`src/design/bm25ts_pkg.sv`:
```
// Shared types, constants and register codes for the BM25 term score core.
`timescale 1ns / 1ps

package bm25ts_pkg;

    localparam int SCORE_W      = 24;
    localparam int FREQ_W       = 16;
    localparam int PROD_W       = FREQ_W + SCORE_W;   // raw scaled-frequency product
    localparam int LEN_PROD_W   = 2 * SCORE_W;        // slope * doc_length
    localparam int FRAC_BITS_DEF = 16;
    localparam int CFG_IDX_W    = 3;

    localparam logic [SCORE_W-1:0] SCORE_MAX = {SCORE_W{1'b1}};

    // register indexes
    localparam logic [CFG_IDX_W-1:0] REG_WEIGHT_NUM   = 3'd0;
    localparam logic [CFG_IDX_W-1:0] REG_LENGTH_CONST = 3'd1;
    localparam logic [CFG_IDX_W-1:0] REG_LENGTH_SLOPE = 3'd2;
    localparam logic [CFG_IDX_W-1:0] REG_LENGTH_MODE  = 3'd3;
    localparam logic [CFG_IDX_W-1:0] REG_MERGE_MODE   = 3'd4;
    localparam logic [CFG_IDX_W-1:0] REG_SCALE_ENABLE = 3'd5;

    // merge codes
    localparam logic [1:0] MERGE_REPLACE = 2'd0;
    localparam logic [1:0] MERGE_SUM     = 2'd1;
    localparam logic [1:0] MERGE_MAX     = 2'd2;

    // reset values
    localparam logic [SCORE_W-1:0] WEIGHT_NUM_RST   = 24'd65536;
    localparam logic [SCORE_W-1:0] LENGTH_CONST_RST = 24'd78643;
    localparam logic [SCORE_W-1:0] LENGTH_SLOPE_RST = 24'd0;
    localparam logic               LENGTH_MODE_RST  = 1'b1;
    localparam logic [1:0]         MERGE_MODE_RST   = MERGE_REPLACE;
    localparam logic               SCALE_ENABLE_RST = 1'b0;

    typedef struct packed {
        logic [FREQ_W-1:0]  term_freq;
        logic [SCORE_W-1:0] freq_scale;
        logic [SCORE_W-1:0] doc_length;
        logic [SCORE_W-1:0] prior_score;
        logic               block_last;
    } item_t;

    typedef struct packed {
        logic [SCORE_W-1:0] score;
        logic               block_last_out;
    } result_t;

    typedef struct packed {
        logic [SCORE_W-1:0] weight_num;
        logic [SCORE_W-1:0] length_const;
        logic [SCORE_W-1:0] length_slope;
        logic               length_mode;
        logic [1:0]         merge_mode;
        logic               scale_enable;
    } cfg_t;

    // data that rides along the divider chain untouched
    typedef struct packed {
        logic [SCORE_W-1:0] prior_score;
        logic               block_last;
        logic               den_zero;
    } side_t;

endpackage

```
`src/design/bm25ts_front.sv`:
```
// Front pipeline: frequency scaling, length factor, dividend and divisor.
`timescale 1ns / 1ps

module bm25ts_front #(
    parameter int FRAC_BITS = bm25ts_pkg::FRAC_BITS_DEF
) (
    input  logic                              clk,
    input  logic                              rst_n,
    input  logic                              in_valid,
    input  bm25ts_pkg::item_t                 item,
    input  bm25ts_pkg::cfg_t                  cfg,
    output logic                              out_valid,
    output logic [bm25ts_pkg::SCORE_W+16+FRAC_BITS-1:0] out_num,
    output logic [16+FRAC_BITS:0]             out_den,
    output bm25ts_pkg::side_t                 out_side
);
    localparam int TF_W  = bm25ts_pkg::FREQ_W + FRAC_BITS;
    localparam int DEN_W = TF_W + 1;
    localparam int NUM_W = bm25ts_pkg::SCORE_W + TF_W;
    localparam int PW    = bm25ts_pkg::PROD_W;
    localparam int LW    = bm25ts_pkg::LEN_PROD_W;
    localparam int SW    = bm25ts_pkg::SCORE_W;

    // stage 1: products
    logic                      v1_reg, v1_next;
    logic [PW-1:0]             prod1_reg, prod1_next;
    logic [LW-1:0]             len1_reg, len1_next;
    logic [SW-1:0]             prior1_reg;
    logic                      last1_reg;
    // stage 2: saturated tf and c1
    logic                      v2_reg;
    logic [TF_W-1:0]           tf2_reg, tf2_next;
    logic [SW-1:0]             c12_reg, c12_next;
    logic [SW-1:0]             prior2_reg;
    logic                      last2_reg;
    // stage 3: dividend and divisor
    logic                      v3_reg;
    logic [NUM_W-1:0]          num3_reg, num3_next;
    logic [DEN_W-1:0]          den3_reg, den3_next;
    logic                      zero3_reg, zero3_next;
    logic [SW-1:0]             prior3_reg;
    logic                      last3_reg;

    logic [LW:0]               len_sum;

    always_comb
    begin
        v1_next = in_valid;
        if (cfg.scale_enable)
            prod1_next = PW'(item.term_freq) * PW'(item.freq_scale);
        else
            prod1_next = PW'({item.term_freq, {FRAC_BITS{1'b0}}});
        len1_next = LW'(cfg.length_slope) * LW'(item.doc_length);
    end

    always_comb
    begin
        if (prod1_reg > PW'({TF_W{1'b1}}))
            tf2_next = {TF_W{1'b1}};
        else
            tf2_next = prod1_reg[TF_W-1:0];
        len_sum = (LW+1)'(len1_reg) + (LW+1)'(cfg.length_const);
        if (!cfg.length_mode)
            c12_next = cfg.length_const;
        else if (len_sum > (LW+1)'(bm25ts_pkg::SCORE_MAX))
            c12_next = bm25ts_pkg::SCORE_MAX;
        else
            c12_next = len_sum[SW-1:0];
    end

    always_comb
    begin
        num3_next  = NUM_W'(cfg.weight_num) * NUM_W'(tf2_reg);
        den3_next  = DEN_W'(c12_reg) + DEN_W'(tf2_reg);
        zero3_next = (c12_reg == '0) && (tf2_reg == '0);
    end

    always_ff @(posedge clk or negedge rst_n)
    begin
        if (!rst_n)
        begin
            v1_reg <= 1'b0;
            v2_reg <= 1'b0;
            v3_reg <= 1'b0;
        end
        else
        begin
            v1_reg <= v1_next;
            v2_reg <= v1_reg;
            v3_reg <= v2_reg;
        end
    end

    always_ff @(posedge clk)
    begin
        prod1_reg  <= prod1_next;
        len1_reg   <= len1_next;
        prior1_reg <= item.prior_score;
        last1_reg  <= item.block_last;
        tf2_reg    <= tf2_next;
        c12_reg    <= c12_next;
        prior2_reg <= prior1_reg;
        last2_reg  <= last1_reg;
        num3_reg   <= num3_next;
        den3_reg   <= den3_next;
        zero3_reg  <= zero3_next;
        prior3_reg <= prior2_reg;
        last3_reg  <= last2_reg;
    end

    assign out_valid            = v3_reg;
    assign out_num              = num3_reg;
    assign out_den              = den3_reg;
    assign out_side.prior_score = prior3_reg;
    assign out_side.block_last  = last3_reg;
    assign out_side.den_zero    = zero3_reg;

endmodule

```
`config.mk`:
```
export PLATFORM = sky130hd
export DESIGN_NAME = bm25ts_front
export DESIGN_NICKNAME = d
export VERILOG_FILES = /design/src/design/bm25ts_pkg.sv /design/src/design/bm25ts_front.sv
export SDC_FILE = /design/constraint.sdc
export NUM_CORES = 2
export LEC_CHECK = 0
export BUFFER_PORTS_ARGS = -buffer_cell sky130_fd_sc_hd__buf_2
export CELL_PAD_IN_SITES_DETAIL_PLACEMENT = 1
export CELL_PAD_IN_SITES_GLOBAL_PLACEMENT = 2
export CORE_MARGIN = 4
export CORE_UTILIZATION = 45
export DETAILED_ROUTE_END_ITERATION = 8
export PLACE_DENSITY_LB_ADDON = 0.1
export SKIP_LAST_GASP = 1
export SYNTH_ARGS = -nofsm -noshare
export SYNTH_HDL_FRONTEND = slang
export SYNTH_SLANG_ARGS = --single-unit
```
`constraint.sdc`:
```
create_clock -name clk -period 18.1 [get_ports clk]
set_input_delay 3.62 -clock clk [delete_from_list [all_inputs] [get_ports clk]]
set_output_delay 3.62 -clock clk [all_outputs]
set_load 0.005 [all_outputs]
```
==> impl_metrics.env <==
export IMPL_synth_top_cell_area_share_pct=43.7
export IMPL_post_cts_buffers=0
export IMPL_clock_root_buffer="clkbuf_16"
export IMPL_via_per_inst=5.26
export IMPL_clock_sinks=312
export IMPL_rsz0062_at_grt="false"
export IMPL_drv_slew=0
export IMPL_place_port_buffers=281
export IMPL_clock_latency_ns=0.63
export IMPL_hp_class="flip-flop to flip-flop"
export IMPL_fin_setup_tns_ns=0
export IMPL_fin_nets=9505
export IMPL_synth_ff_type="dfxtp_1"
export IMPL_dieArea_sq_um=154000
export IMPL_syn2layout_area_growth_pct=6.04
export IMPL_cts_resized=0
export IMPL_fp_dieW_microns=392
export IMPL_grtUsageTotal_pct=26.8
export IMPL_start_util_pct=45.4
export IMPL_dpl_hpwl_microns=156000
export IMPL_synth_edf_count=0
export IMPL_drive_gt1_share_pct=6.63
export IMPL_yosys_area_top_type="fa_1"
export IMPL_ant_nets=0
export IMPL_wl_per_cell_microns=21.6
export IMPL_clk_pin_slew_worst_paths_ns=0.06
export IMPL_holdWs_ns=0.324
export IMPL_setup_viol=0
export IMPL_avgSynthCellArea_sq_um=9.01
export IMPL_final_cell_mix="inv_1 (1639), fa_1 (1448), nand2_1 (1028)"
export IMPL_syn_area_sq_um=66300
export IMPL_dr_pass1_iters=5
export IMPL_antenna_found_initial=17
export IMPL_largest_reg_flops=56
export IMPL_crit_path_end_kind="flip-flop"
export IMPL_cts_htree_levels=2
export IMPL_syn_nets=9496
export IMPL_clockBufferDepth=3
export IMPL_tightest_slew_ns=1.26
export IMPL_async_flop_share_pct=0.962
export IMPL_fmax_mhz=82.0
export IMPL_grt_pass1_vias=55800
export IMPL_grt_max_degree=33
export IMPL_synth_area_leaders="fa_1 (44%), ha_1 (9.7%), dfxtp_1 (9.3%), inv_1 (9.3%), and2_1 (7.9%)"
export IMPL_overflow=0
export IMPL_final_setup_skew_ns=0.0652
export IMPL_yosysSeqAreaShare_pct=9.44
export IMPL_synthDistinctLibCells=88
export IMPL_status="finished clean"
export IMPL_drt_iter0_markers=2324
export IMPL_die_h_microns=392
export IMPL_finalCritPeriodShare_pct=67.4
export IMPL_io_pins=284
export IMPL_synth_warnings=0
export IMPL_worst_ep_required_time_ns=18.58
export IMPL_core_area_sq_um=146000
export IMPL_ys_ff_latch=312
export IMPL_hold_buffers=0
export IMPL_critPathArrivalTime_ns=12.68
export IMPL_startpoint_type="input pin"
export IMPL_finalWeightedCongestion=0.875
export IMPL_maxSlewHeadroom_pct=15.7
export IMPL_crit_type="input pin to flip-flop"
export IMPL_grt_pass1_wl_microns=318000
export IMPL_num_fill_cells=17000
export IMPL_via_count=49100
export IMPL_cp_max_fo=32
export IMPL_drc_errors=0
export IMPL_layout_commonest_cell="inv_1"
export IMPL_netlist_instances=7364
export IMPL_cts_inserted_buffers=37
export IMPL_hold_viol_final=0
export IMPL_wl_microns=201000
export IMPL_fp_row_count=140
export IMPL_period_needed_ns=12.20
export IMPL_drv_cap=0
export IMPL_cts_tree="done"
## stage by stage
step	area [sq um]	cells	util (%)	setup slack (ns)
after global placement	69100	9251	47.3	5.52
after CTS	70300	9318	48.1	6.02
after floorplan	66300	7364	-	7.87
final	70400	9325	48.2	5.90
after detailed placement	69100	9251	47.3	5.40
after global routing	70300	9319	48.1	5.65
## path summary, 6_finish.rpt
kind | startpoint | end | slack (ns) | cells after the start
min | last2_reg | last3_reg | 0.32 | 0
max in group asynchronous | rst_n | out_valid | 15.19 | 1
min reg2reg | last2_reg | last3_reg | 0.32 | 0
max reg2reg | tf2_reg[11] | out_num[52] | 8.77 | 23
min in group asynchronous | rst_n | v1_reg | 2.80 | 1
max | cfg[54] | out_num[52] | 5.90 | 23
## layout make-up
cell class | instances | area [sq um] | area share, %
antenna | 7 | 17.5 | 0.0249
clock buffer | 46 | 1000 | 1.42
clock inverter | 21 | 269 | 0.382
inverter | 1639 | 6150 | 8.74
multi-input combinational | 5068 | 52600 | 74.7
sequential | 312 | 6280 | 8.92
tap | 1917 | 2400 | 3.41
timing repair buffer | 315 | 1660 | 2.36
## worst max-delay path: stages
cell and delay [ns]:
buf_2 0.72, and2_1 0.26, fa_1 0.44, fa_1 0.55, inv_1 0.07, fa_1 0.57, fa_1 0.45, fa_1 0.57
inv_1 0.05, fa_1 0.49, inv_1 0.06, fa_1 0.48, inv_1 0.04, ha_1 0.39, and3_1 0.24, nand2_1 0.17
nor4b_1 1.01, o21ai_0 0.40, a31oi_1 0.73, a41o_1 0.46, a31oi_1 0.17, o31a_1 0.39, a311o_1 0.33
## cell usage after synthesis, types with 16 or more instances
master	instances
nor4_1	26
xor2_1	60
nand3_1	61
and3_1	23
ha_1	516
nand2_1	1028
nor2_1	162
a21oi_2	20
and2_1	834
xnor2_1	122
or2_2	37
a211oi_1	16
nor3_1	39
nand4_1	27
a31oi_1	21
dfxtp_1	309
fa_1	1448
nand2b_1	22
a21oi_1	186
o21ai_0	90
o21bai_1	28
inv_1	1639
clkbuf_1	329
nor2b_1	24
a21o_1	91
## kinds of logic after synthesis
group,synth area share (%)
AND/OR/NAND/NOR,17.5
buffers and inverters,11.3
adder cells (fa/ha/maj),53.4
multiplexers,0.300
AO/OA/AOI/OAI,5.67
XOR/XNOR,2.40
flip-flops,9.44
## per-layer routing
layer,vias to the layer above,track usage (%),share of wire (%),routed length [microns]
met3,232,4.19,5.5,11000
met1,26100,35.5,43,87100
met5,-,0,0.032,65
met4,10,5.68,2.2,4440
li1,21800,-,-,-
met2,965,46.7,49,98700
Power is not shown: default switching activity piles up to over one toggle a cycle in this logic, so the estimate is an artifact.
