`config.mk`:
```
export PLATFORM = sky130hd
export DESIGN_NAME = bm25ts_merge
export DESIGN_NICKNAME = d
export VERILOG_FILES = /design/src/design/bm25ts_pkg.sv /design/src/design/bm25ts_merge.sv
export SDC_FILE = /design/constraint.sdc
export NUM_CORES = 1
export LEC_CHECK = 0
export BUFFER_PORTS_ARGS = -buffer_cell sky130_fd_sc_hd__buf_2
export CAP_MARGIN = 20
export CORE_AREA = 2 2 129 131
export DETAILED_ROUTE_END_ITERATION = 8
export DIE_AREA = 0 0 131 133
export PLACE_DENSITY = 0.44
export SLEW_MARGIN = 20
export SYNTH_ARGS = -nofsm -noshare
export SYNTH_HDL_FRONTEND = slang
export SYNTH_SLANG_ARGS = --single-unit
```
`constraint.sdc`:
```
create_clock -name clk -period 0.8 [get_ports clk]
set_input_delay 0.12 -clock clk [delete_from_list [all_inputs] [get_ports clk]]
set_output_delay 0.12 -clock clk [all_outputs]
set_load 0.02 [all_outputs]
```
`src/design/bm25ts_pkg.sv`:
```
// Shared types, constants and register codes for the BM25 term score core.
`timescale 1ns / 1ps

package bm25ts_pkg;

    localparam int SCORE_W      = 24;
    localparam int FREQ_W       = 16;
    localparam int PROD_W       = FREQ_W + SCORE_W;   // raw scaled-frequency product
    localparam int LEN_PROD_W   = 2 * SCORE_W;        // slope * doc_length
    localparam int FRAC_BITS_DEF = 16;
    localparam int CFG_IDX_W    = 3;

    localparam logic [SCORE_W-1:0] SCORE_MAX = {SCORE_W{1'b1}};

    // register indexes
    localparam logic [CFG_IDX_W-1:0] REG_WEIGHT_NUM   = 3'd0;
    localparam logic [CFG_IDX_W-1:0] REG_LENGTH_CONST = 3'd1;
    localparam logic [CFG_IDX_W-1:0] REG_LENGTH_SLOPE = 3'd2;
    localparam logic [CFG_IDX_W-1:0] REG_LENGTH_MODE  = 3'd3;
    localparam logic [CFG_IDX_W-1:0] REG_MERGE_MODE   = 3'd4;
    localparam logic [CFG_IDX_W-1:0] REG_SCALE_ENABLE = 3'd5;

    // merge codes
    localparam logic [1:0] MERGE_REPLACE = 2'd0;
    localparam logic [1:0] MERGE_SUM     = 2'd1;
    localparam logic [1:0] MERGE_MAX     = 2'd2;

    // reset values
    localparam logic [SCORE_W-1:0] WEIGHT_NUM_RST   = 24'd65536;
    localparam logic [SCORE_W-1:0] LENGTH_CONST_RST = 24'd78643;
    localparam logic [SCORE_W-1:0] LENGTH_SLOPE_RST = 24'd0;
    localparam logic               LENGTH_MODE_RST  = 1'b1;
    localparam logic [1:0]         MERGE_MODE_RST   = MERGE_REPLACE;
    localparam logic               SCALE_ENABLE_RST = 1'b0;

    typedef struct packed {
        logic [FREQ_W-1:0]  term_freq;
        logic [SCORE_W-1:0] freq_scale;
        logic [SCORE_W-1:0] doc_length;
        logic [SCORE_W-1:0] prior_score;
        logic               block_last;
    } item_t;

    typedef struct packed {
        logic [SCORE_W-1:0] score;
        logic               block_last_out;
    } result_t;

    typedef struct packed {
        logic [SCORE_W-1:0] weight_num;
        logic [SCORE_W-1:0] length_const;
        logic [SCORE_W-1:0] length_slope;
        logic               length_mode;
        logic [1:0]         merge_mode;
        logic               scale_enable;
    } cfg_t;

    // data that rides along the divider chain untouched
    typedef struct packed {
        logic [SCORE_W-1:0] prior_score;
        logic               block_last;
        logic               den_zero;
    } side_t;

endpackage

```
`src/design/bm25ts_merge.sv`:
```
// Output stage: zero-divisor fix-up and merge with the prior score.
`timescale 1ns / 1ps

module bm25ts_merge (
    input  logic                              clk,
    input  logic                              rst_n,
    input  logic                              in_valid,
    input  logic [bm25ts_pkg::SCORE_W-1:0]    in_quo,
    input  bm25ts_pkg::side_t                 in_side,
    input  logic [1:0]                        merge_mode,
    output logic                              done,
    output bm25ts_pkg::result_t               result
);
    localparam int SW = bm25ts_pkg::SCORE_W;

    logic                 done_reg;
    logic [SW-1:0]        score_reg, score_next;
    logic                 last_reg;

    logic [SW-1:0]        term;
    logic [SW:0]          sum;

    always_comb
    begin
        term = in_side.den_zero ? '0 : in_quo;
        sum  = (SW+1)'(term) + (SW+1)'(in_side.prior_score);
        case (merge_mode)
            bm25ts_pkg::MERGE_SUM:
                score_next = sum[SW] ? bm25ts_pkg::SCORE_MAX : sum[SW-1:0];
            bm25ts_pkg::MERGE_MAX:
                score_next = (term > in_side.prior_score) ? term : in_side.prior_score;
            default:
                score_next = term;
        endcase
    end

    always_ff @(posedge clk or negedge rst_n)
    begin
        if (!rst_n)
            done_reg <= 1'b0;
        else
            done_reg <= in_valid;
    end

    always_ff @(posedge clk)
    begin
        score_reg <= score_next;
        last_reg  <= in_side.block_last;
    end

    assign done                  = done_reg;
    assign result.score          = score_reg;
    assign result.block_last_out = last_reg;

endmodule
```
==> results_dict.tcl, run 1 <==
set metrics [dict create \
    outcome "finished, violations left" \
    violations "negative setup slack" \
    fin_crit_sh 3.37 \
    max_freq_mhz 371 \
    dieArea_sq_um 17400 \
    largest_reg_flops 24 \
    synthTopCellsByArea "dfxtp_1 12%, a21oi_1 7.8%, ha_1 5.6%, xnor2_1 5.2%, o21ai_0 4.1%" \
    power_mw 8.25 \
    powerDensity_nw_per_um2 1120 \
    io_pins 81 \
    crit_type "in2reg" \
    syn2layout_area_growth_pct 73.6 \
    cp.arrival_ns 2.90 \
    ir_worst_vdd_mv 0.811 \
    cp.required_ns 1.00 \
    synth_area_sq_um 4240 \
    drt_iter0_drc 308 \
    hold_violations 0 \
    cts.htree.levels 1 \
    core_area_sq_um 16200 \
    rsz0062_at_grt "yes" \
    endpoint_kind "register" \
    die_h_um 133 \
    antenna_cells 0 \
    final_cells 1093 \
    antenna_found_initial 0 \
    grt_max_degree 25 \
    drt-vias-per-instance 5.06 \
    dp_slack_ns -2.34 \
    dr.pass1.iters 6 \
    setup_tns_ns -45.01 \
    ys_types 78 \
    synth.yosys.seq_area_share 0.124 \
    maxCapViolCount 0 \
    wl_um 17700 \
    layout_min_cycle_time_ns 2.70 \
    synth_area_leader_cell "dfxtp_1" \
    path_delay_family "compound AO/OA/AOI/OAI gates" \
    internal_power_mw 5.07 \
    crit_path_start_kind "input port" \
    root_buffer "clkbuf_16" \
    endpoint "score_reg[22]" \
    ys_async_sr_fraction 0.0385 \
    synthDominantCellAreaShare 0.118 \
    p_clk_frac 0.194 \
    fin_nets 948 \
    track_usage 0.195 \
    grt_pass1_vias 5401 \
    synth-edff-count 0 \
    cts_tree "yes" \
    switchingPower_mw 3.18 \
    die_w_um 131 \
    syn_nets 678 \
    crit_chain "buf_12, buf_12, buf_12, nor2b_4, and2_4, ha_4, a21o_1, a21oi_2, or3_4, a211oi_4, o2111ai_2, a211oi_4, or2_4, buf_6, buf_6, a221oi_2, a21oi_1" \
    io_buffers 80 \
    layout_commonest_cell "buf_4" \
    placementRows 47 \
    crit_top_cell "buf_12" \
    dpl_cell_area_sq_um 6330 \
    dpl.cell_count 1068 \
    cts_buffer_depth 2 \
    avgSynthCellArea_sq_um 7.02 \
    final_cell_mix "220 x buf_4, 53 x buf_2, 42 x nor2_1, 41 x nand2_1, 40 x a21oi_1" \
    synth_flop_cell "dfxtp_1" \
    grt_pass1_wl_um 27200 \
    slew_viol_final 0 \
    power.leakage_nw 3.27 \
    synth_warnings 0 \
    path_buf_inv 5 \
    sw_frac_of_total 0.386 \
    cts_made_buffers 3 \
    setup_viol 50 \
    design_area_sq_um 7360 \
    ys_ff_latch 26 \
    dr_total_vias 5528 \
    gp_congestion 0.875 \
    cpPeakStageDelay_ns 0.39 \
    crit_path_start "in_side[0]" \
    slew_headroom 0.716 \
    timing.final.ws_setup_ns -1.90 \
    hold_path_class "in2async" \
    cp.depth 17 \
    seqPwrFrac 0.197 \
    worst_pin_slew_ns 0.424 \
    layout-drive-gt1-share 0.509 \
    detail-route-antenna-nets 0 \
    drc 0 \
    syn-instance-count 604 \
    clkSinkCount 26 \
    start_util 0.262 \
    clk_pin_slew_ns 0.08 \
    cp_slowest_cell "or3_4" \
    dp_hpwl_um 13500 \
    grt_overflow 0 \
    post_drt_wl_per_cell_um 16.1 \
    path_max_fanout 8 \
    p_comb_frac 0.610 \
]
==> cell type report <==
class / count / area, sq um
fillers: 1600 / 8810
multi-input cells: 484 / 3730
repair buffers: 321 / 2550
flip-flops and latches: 26 / 557
well taps: 220 / 275
inverters: 38 / 145
clock buffers: 3 / 75.1
clock inverters: 1 / 30.0
==> layer usage <==
metal	track usage	wire length, um
met2	0.330	8730
met1	0.254	7800
met4	0.0768	493
met3	0.0174	622
met5	0	0
==> synthesized netlist by cell type (all sizes together) (11+ instances only) <==
| library cell | count |
|---|---|
| a31oi | 15 |
| nor2b | 18 |
| nand2 | 46 |
| inv | 38 |
| xnor2 | 25 |
| o21ai | 36 |
| o31ai | 11 |
| dfxtp | 25 |
| a21oi | 66 |
| buf | 18 |
| clkbuf | 37 |
| nor3 | 11 |
| xor2 | 16 |
| ha | 19 |
| nor2 | 45 |
==> power groups by stage <==
stage | sequential [mW] | clock (mW) | combinational (mW)
final | 1.62 | 1.60 | 5.03
after global routing | 1.63 | 1.63 | 5.40
after CTS | 1.62 | 1.60 | 4.68
after detailed placement | 1.57 | 0 | 4.16
after global placement | 1.57 | 0 | 4.11
after floorplan | 1.78 | 0 | 2.09
==> per-stage QoR <==
stage	hold WS, ns	util
after global placement	-0.106	0.391
after floorplan	-0.176	-
after detailed placement	-0.101	0.391
after global routing	0.155	0.455
after CTS	0.139	0.434
final	0.133	0.455
==> how the worst min path moves through the flow <==
stage                from  endpoint  slack [ns]  depth (start not counted)
finish              rst_n      done        0.13                          2
floorplan           rst_n      done       -0.18                          0
global route        rst_n      done        0.16                          2
detailed placement  rst_n      done       -0.10                          1
CTS                 rst_n      done        0.14                          2
global placement    rst_n      done       -0.11                          1
==> kinds of logic after synthesis <==
group / count (synthesis) / synth area share
buffers and inverters: 94 / 0.121
xor gates and xnor gates: 41 / 0.0865
AOI/OAI and AO/OA: 221 / 0.348
DFF: 26 / 0.124
adders and majority gates: 29 / 0.0797
muxes: 4 / 0.00974
and+or+nand+nor: 189 / 0.231
==> repair_timing <==
item                                    CTS  global route
cloned                                    1             1
hold buffers                              3             0
resized for setup                       131            58
endpoints found under the hold margin     3             0
setup buffers                            10             9
endpoints found under the setup margin   50            50
pin swaps                                35            38
No activity file was read; power rests on OpenSTA's default activity.
==> run 2, diff against run 1 <==
--- a/config.mk
+++ b/config.mk
@@ -7,9 +7,9 @@
 export LEC_CHECK = 0
 export BUFFER_PORTS_ARGS = -buffer_cell sky130_fd_sc_hd__buf_2
 export CAP_MARGIN = 20
-export CORE_AREA = 2 2 129 131
+export CORE_AREA = 2 2 148 114
 export DETAILED_ROUTE_END_ITERATION = 8
-export DIE_AREA = 0 0 131 133
+export DIE_AREA = 0 0 150 116
 export PLACE_DENSITY = 0.44
 export SLEW_MARGIN = 20
 export SYNTH_ARGS = -nofsm -noshare
==> run 2 against run 1 <==
Net effect:
- the flow still finishes with violations (negative setup slack)
- routed wire length up 0.76%
- largest power group unchanged
- sequential cell count unchanged
- global-route usage up 0.84 points
- sequential share of layout area up 0.20 points
- clock-buffer cell count unchanged
- combinational power down 4%
- die area down 0.13%
- non-clock buffer count down 13
- maximum frequency down 4.4%
- first-iteration DRC count up 22%
- clock power about the same
==> results_dict.tcl, run 2 (synthesized netlist as in run 1, its figures left out) <==
set metrics [dict create \
    grt_use_met1 0.285 \
    power.leakage_nw 3.17 \
    dpl_cell_area_sq_um 6180 \
    grt_util_met3 0.0358 \
    worst_pin_slew_ns 0.487 \
    grt_max_degree 25 \
    dr.pass1.iters 5 \
    placementRows 40 \
    syn2layout_area_growth_pct 68.9 \
    die_w_um 150 \
    cts_made_buffers 3 \
    outcome "finished, violations left" \
    track_usage 0.204 \
    root_buffer "clkbuf_16" \
    ir_worst_vdd_mv 0.749 \
    setup_viol 50 \
    dr_total_vias 5492 \
    busiest_layer "met2" \
    start_util 0.268 \
    grt_use_met2 0.339 \
    setup_tns_ns -45.34 \
    drc 0 \
    io_pins 81 \
    endpoint "score_reg[23]" \
    drt-vias-per-instance 5.13 \
    fin_crit_sh 3.53 \
    nFillCells 1656 \
    crit_path_start "in_side[0]" \
    powerDensity_nw_per_um2 1130 \
    dp_hpwl_um 13600 \
    wl_um 17800 \
    gp_congestion 0.904 \
    maxCapViolCount 0 \
    final_cell_mix "211 x buf_4, 53 x buf_2, 45 x nor2_1, 44 x a21oi_1, 42 x nand2_1" \
    largest_reg_flops 24 \
    clk_pin_slew_ns 0.08 \
    power_mw 8.07 \
    drt_iter0_drc 375 \
    grt_pass1_vias 5492 \
    layout_commonest_cell "buf_4" \
    io_buffers 80 \
    slew_headroom 0.675 \
    cp.arrival_ns 2.99 \
    slew_viol_final 0 \
    core_area_sq_um 15800 \
    grt_overflow 0 \
    cts_tree "yes" \
    max_freq_mhz 354 \
    crit_type "in2reg" \
    layout-drive-gt1-share 0.489 \
    regArea_sq_um 556 \
    timing.final.ws_setup_ns -2.02 \
    utilization 0.453 \
    layout_min_cycle_time_ns 2.82 \
    cts.htree.levels 1 \
    die_h_um 116 \
    clkSinkCount 26 \
    endpoint_kind "register" \
    multiInputGateArea_sq_um 3700 \
    rsz0062_at_grt "yes" \
    cts_buffer_depth 2 \
    grt_pass1_wl_um 28200 \
    dieArea_sq_um 17400 \
    path_max_fanout 10 \
    detail-route-antenna-nets 0 \
    design_area_sq_um 7160 \
    post_drt_wl_per_cell_um 16.6 \
    fin_nets 936 \
    violations "negative setup slack" \
    whs_ns 0.135 \
    antenna_found_initial 0 \
    crit_path_start_kind "input port" \
    hold_path_class "in2async" \
    antenna_cells 0 \
    cp.required_ns 0.97 \
    hold_violations 0 \
]
-- run 2: cell count changes in the layout (fill, tap and decap cells not counted), moves of 4 or more --
cell,delta
a21oi_1,+4
a21oi_2,-4
buf_12,-5
buf_4,-9
-- run 2: cell type report --
type / count / share of cell area
clock buffers: 3 / 0.0105
well taps: 210 / 0.0367
clock inverters: 1 / 0.00419
flip-flops and latches: 26 / 0.0776
repair buffers: 308 / 0.333
multi-input cells: 485 / 0.517
inverters: 38 / 0.0206
-- run 2: worst min path at each step --
stage	startpoint	to
2_1_floorplan	rst_n	done
6_report	rst_n	done
4_1_cts	rst_n	done
5_1_grt	rst_n	done
3_3_place_gp	rst_n	done
3_5_place_dp	rst_n	done
-- run 2: routing by layer --
layer	share of wire	vias to the layer above
met2	0.46	162
met1	0.49	2605
li1	-	2711
met3	0.049	14
met4	0.0067	0
met5	0	-
-- run 2: critical path, stage by stage --
cell and delay [ns]:
buf_8 0.10, buf_8 0.13, buf_12 0.13, and2b_4 0.28, xnor2_4 0.08, or4_4 0.41
a31o_4 0.25, o31a_1 0.37, o41ai_4 0.41, a221o_2 0.24, xor2_2 0.14, a21oi_2 0.06
a221o_1 0.26
-- run 2: per-stage QoR --
stage / setup WS [ns] / instances
final: -2.02 / 1071
after CTS: -2.10 / 1065
after global routing: -2.09 / 1071
after floorplan: -2.43 / 604
after detailed placement: -2.71 / 1041
after global placement: -2.62 / 1041
-- run 2: repair_timing --
item,4_1_cts,5_1_grt
endpoints found under the hold margin,3,0
setup buffers,19,10
cloned,1,0
setup endpoints to repair,50,50
hold buffers,3,0
gates resized for setup,139,39
pin swaps,35,28
-- run 2: power breakdown --
| part | internal (mW) | total [mW] | switching, mW |
|---|---|---|---|
| clock network | 1.00 | 1.60 | 0.593 |
| registers | 1.51 | 1.62 | 0.108 |
| logic | 2.42 | 4.85 | 2.43 |
| total | 4.93 | 8.07 | 3.13 |
